===== config.mk =====
export PLATFORM = sky130hd
export DESIGN_NAME = cts_ctrl
export DESIGN_NICKNAME = d
export VERILOG_FILES = /design/src/design/cts_pkg.sv /design/src/design/cts_ctrl.sv
export SDC_FILE = /design/constraint.sdc
export NUM_CORES = 1
export LEC_CHECK = 0
export ABC_AREA = 1
export BUFFER_PORTS_ARGS = -buffer_cell sky130_fd_sc_hd__buf_2
export CAP_MARGIN = 25
export CORE_AREA = 8 8 45 47
export CTS_BUF_LIST = sky130_fd_sc_hd__clkbuf_4 sky130_fd_sc_hd__clkbuf_8 sky130_fd_sc_hd__clkbuf_16
export DETAILED_ROUTE_END_ITERATION = 10
export DIE_AREA = 0 0 53 55
export GPL_TIMING_DRIVEN = 0
export HOLD_SLACK_MARGIN = 0.1
export MAX_ROUTING_LAYER = met4
export PLACE_DENSITY = 0.55
export SYNTH_ARGS = -nofsm -noshare
export SYNTH_HDL_FRONTEND = slang
export SYNTH_SLANG_ARGS = --single-unit

===== constraint.sdc =====
create_clock -name aclk -period 1.4 [get_ports aclk]
set_input_delay 0.28 -clock aclk [delete_from_list [all_inputs] [get_ports aclk]]
set_output_delay 0.28 -clock aclk [all_outputs]
set_load 0.02 [all_outputs]

===== src/design/cts_pkg.sv =====
`timescale 1ns / 1ps
// ----------------------------------------------------------------------------
// cts_pkg
// Shared widths, codes and controller/datapath interface types for the
// CDF table sampler.
// ----------------------------------------------------------------------------
package cts_pkg;

    localparam int MAX_ENTRIES_DEF = 256;

    localparam int WEIGHT_W = 16;
    localparam int RAND_W   = 17;
    localparam int SUM_W    = 24;
    localparam int INDEX_W  = 8;
    localparam int CFG_W    = 9;
    localparam int TGT_W    = RAND_W + SUM_W;
    localparam int SDATA_W  = ((WEIGHT_W + RAND_W + 7) / 8) * 8;
    localparam int MDATA_W  = ((INDEX_W + 7) / 8) * 8;

    localparam logic [CFG_W-1:0]  TABLE_SIZE_RST = CFG_W'(256);
    localparam logic [RAND_W-1:0] ONE_Q16        = RAND_W'(65536);

    localparam logic REQ_LOAD   = 1'b0;
    localparam logic REQ_SAMPLE = 1'b1;

    typedef struct packed {
        logic clear_step;
        logic capture;
        logic load_exec;
        logic search_init;
        logic search_cmp;
        logic out_load;
    } cts_cmd_t;

    typedef struct packed {
        logic clear_done;
        logic zero_total;
        logic search_last;
    } cts_sts_t;

endpackage


===== src/design/cts_ctrl.sv =====
`timescale 1ns / 1ps
// ----------------------------------------------------------------------------
// cts_ctrl
// Sequencer for table clearing, weight loads, binary search and result
// hand-off to the output register.
// ----------------------------------------------------------------------------
module cts_ctrl (
    input  logic              aclk,
    input  logic              aresetn,
    input  logic              s_axis_tvalid,
    input  logic              s_axis_tuser,
    output logic              s_axis_tready,
    output logic              m_axis_tvalid,
    input  logic              m_axis_tready,
    input  cts_pkg::cts_sts_t sts,
    output cts_pkg::cts_cmd_t cmd
);
    import cts_pkg::*;

    typedef enum logic [2:0] {
        ST_CLEAR,
        ST_IDLE,
        ST_LOAD,
        ST_INIT,
        ST_ADDR,
        ST_CMP,
        ST_RESULT
    } state_t;

    state_t state_reg, state_next;
    logic   m_valid_reg, m_valid_next;
    logic   out_free;

    assign out_free      = !m_valid_reg || m_axis_tready;
    assign s_axis_tready = (state_reg == ST_IDLE);
    assign m_axis_tvalid = m_valid_reg;

    always_comb begin
        cmd          = '0;
        state_next   = state_reg;
        m_valid_next = m_valid_reg && !m_axis_tready;
        case (state_reg)
            ST_CLEAR: begin
                cmd.clear_step = 1'b1;
                if (sts.clear_done) begin
                    state_next = ST_IDLE;
                end
            end
            ST_IDLE: begin
                if (s_axis_tvalid) begin
                    cmd.capture = 1'b1;
                    state_next  = (s_axis_tuser == REQ_SAMPLE) ? ST_INIT : ST_LOAD;
                end
            end
            ST_LOAD: begin
                cmd.load_exec = 1'b1;
                state_next    = ST_RESULT;
            end
            ST_INIT: begin
                cmd.search_init = 1'b1;
                state_next      = sts.zero_total ? ST_RESULT : ST_ADDR;
            end
            ST_ADDR: begin
                state_next = ST_CMP;
            end
            ST_CMP: begin
                cmd.search_cmp = 1'b1;
                state_next     = sts.search_last ? ST_RESULT : ST_ADDR;
            end
            ST_RESULT: begin
                if (out_free) begin
                    cmd.out_load = 1'b1;
                    m_valid_next = 1'b1;
                    state_next   = ST_IDLE;
                end
            end
            default: begin
                state_next = ST_IDLE;
            end
        endcase
    end

    always_ff @(posedge aclk) begin
        if (!aresetn) begin
            state_reg   <= ST_CLEAR;
            m_valid_reg <= 1'b0;
        end else begin
            state_reg   <= state_next;
            m_valid_reg <= m_valid_next;
        end
    end

    a_out_load_free: assert property (@(posedge aclk) disable iff (!aresetn)
        cmd.out_load |-> (!m_valid_reg || m_axis_tready))
        else $error("result loaded over an untaken transfer");

    a_valid_from_result: assert property (@(posedge aclk) disable iff (!aresetn)
        $rose(m_valid_reg) |-> $past(state_reg == ST_RESULT))
        else $error("output valid raised outside result state");

endmodule


==> impl_metrics.toml <==
[timing]
max_freq_mhz = 732
setup_ws_ns = 0.0333
maxSlewViolCount = 0
hold_slack_ns = 0.286
min_period_over_period = 0.976
fin_skew_ns = 0.00141
rsz0062_at_grt = "yes"
setup_viol = 0
hold_viol = 0
relSlewSlack = 0.854
period_needed_ns = 1.37
worst_pin_slew_ns = 0.218

[global_routing]
grt_pass1_vias = 342
antenna_found_initial = 0
overflow = 0
grtUsageTotal = 0.0630
grt_pass1_wl_mm = 1.27
grt_max_degree = 7

[floorplan]
die_area_sq_um = 2920
ios = 16
core_area_sq_um = 1380
row_count = 14
start_util = 0.210
die_w_microns = 53
die_h_microns = 55

[synthesis]
seq_area_frac_synth = 0.276
synth_edf_count = 0
netlist.area_leader.share = 0.276
syn_area_sq_um = 290
syn_avg_cell_area_sq_um = 5.58
synth.area.top_cells = "dfxtp_1 (28%), nand2_1 (17%), nor2_1 (10%), inv_1 (9.1%), nand3_1 (8.6%)"
synth_cells = 52
ys_async_sr_fraction = 0
synthesis.nets = 60
yosysMostFrequentCell = "nand2_1"
ys.flop_type = "dfxtp_1"
ys_warn_count = 0
yosysTopAreaCell = "dfxtp_1"
synthDistinctLibCells = 13
ys_seq_elements = 4
yosys-top-cells-count = "nand2_1 (13), nor2_1 (8), inv_1 (7), nand3_1 (5)"

[drt]
drc_errors = 0
ant_nets = 0
vias = 371
wl_microns = 877
wl_per_cell_microns = 9.85
drt_iter0_markers = 3
viasPerCell = 4.17
dr.pass1.iters = 3

[clock_tree]
cts_hold_buf = 0
cts_max_path_buffers = 2
clk_latency_ns = 0.23
cts_buffers = 3
cts_tree = "built"
htree_num_levels = 1
cts_root_buf = "clkbuf_4"
clock_sinks = 4
cts.clk_slew.worst_paths_ns = 0.03

[worst_setup_path]
critical_path.top_delay_family = "flip-flops"
arrival_ns = 1.09
worstPathRequired_ns = 1.12
crit_buf_inv = 2
crit_type = "reg2out"
cp_slowest_cell = "dfxtp_4"
cp_slowest_stage_delay_ns = 0.37
reg2reg_slack_ns = 0.31
worst_setup_path_start_kind = "flip-flop"
crit_chain = "inv_4, nor2_4, nand2_2, nor2_2, buf_6"
cp-end-kind = "primary output"
cp-startpoint = "state_reg[1]"
r2r_cells = 6
cp_max_fo = 4
r2r-start = "m_axis_tvalid"
reg2reg_to = "state_reg[0]"

[run_status]
status = "complete, no violations"

[hold_path]
holdPathStages = 3
worstHoldEndpoint = "state_reg[1]"
hp-class = "in2reg"
min_from = "aresetn"

[placed_design]
place_hpwl_microns = 688
gp_congestion = 0.749
dp_slack_ns = 0.201
port_buffers = 15

[layout]
fin_nets = 83
area_growth_syn_to_layout_pct = 63.8
largest_register_ffs = 3
antenna-diode-count = 0
drive_gt1_frac = 0.507

[power_and_ir_drop]
max-vdd-ir-drop_mv = 0.724
power.leakage_uw = 0.000272
p_per_area_nw_per_um2 = 2190

[job]
drv_cap = 0
[tightest hold or removal path: cells and delay by family]
family / cells / cell delay [ns]
buf+inv: 1 / 0.11
simple gates: 2 / 0.09
[layout make-up]
class	count	area [sq um]
inverters	12	47.5
repair buffers	18	111
clock buffers	3	22.5
well taps	16	20.0
flip-flops and latches	4	88.8
fillers	169	908
multi-input cells	36	185
[repair_timing]
action / 4_1_cts / 5_1_grt
resized for setup: 3 / 14
pin swaps: 0 / 2
endpoints found under the setup margin: 2 / 6
setup buffers: 0 / 3
[kinds of logic (layout without fill, tap and decap cells)]
kind of cell           after synthesis  after routing  synth area share
flip-flops                           4              4             0.276
AO/OA/AOI/OAI                        4              4            0.0689
buffers and inverters               12             33             0.155
AND/OR/NAND/NOR                     32             32             0.500
[per-layer routing]
| layer | global-route usage | routed length, microns | share of wire |
|---|---|---|---|
| met5 | - | 0 | 0 |
| met4 | 0.0647 | 17 | 0.019 |
| met3 | 0.0267 | 41 | 0.047 |
| met2 | 0.0898 | 455 | 0.52 |
| met1 | 0.0622 | 363 | 0.41 |
[worst max-delay path by stage]
stage	to	slack, ns	depth (start not counted)
3_5_place_dp	cmd[0]	0.20	5
3_3_place_gp	cmd[0]	0.21	5
4_1_cts	cmd[5]	0.005	4
2_1_floorplan	cmd[0]	0.22	4
6_report	cmd[0]	0.03	5
5_1_grt	cmd[0]	-0.04	5
[cells in the final DEF (no fill, tap or decap), types with 2 or more instances in the layout]
cell type	synthesis	routed
buf_2	0	11
clkbuf_4	0	3
nor2_1	8	5
nor2_2	3	5
nand3_2	1	2
buf_4	0	6
nand2_1	13	12
a21oi_1	3	3
dfxtp_4	0	2
inv_2	4	3
inv_1	7	7
nand3_1	5	4
[power breakdown]
group / leakage [uW] / internal [uW] / switching (uW) / total [uW]
Clock: 0.0000138 / 95.8 / 45.6 / 141
Sequential: 0.0000345 / 175 / 75.0 / 250
Combinational: 0.000224 / 260 / 390 / 649
[per-stage QoR]
step / power, uW / instances / setup TNS, ns / util / cell area (sq um)
finish: 1040 / 89 / 0 / 0.344 / 475
global route: 1140 / 89 / -0.0459 / 0.344 / 475
CTS: 929 / 86 / 0 / 0.301 / 417
detailed placement: 766 / 83 / 0 / 0.278 / 385
global placement: 760 / 83 / 0 / 0.278 / 385
floorplan: 616 / 52 / 0 / - / 290
(Power assumes the default switching activity.)
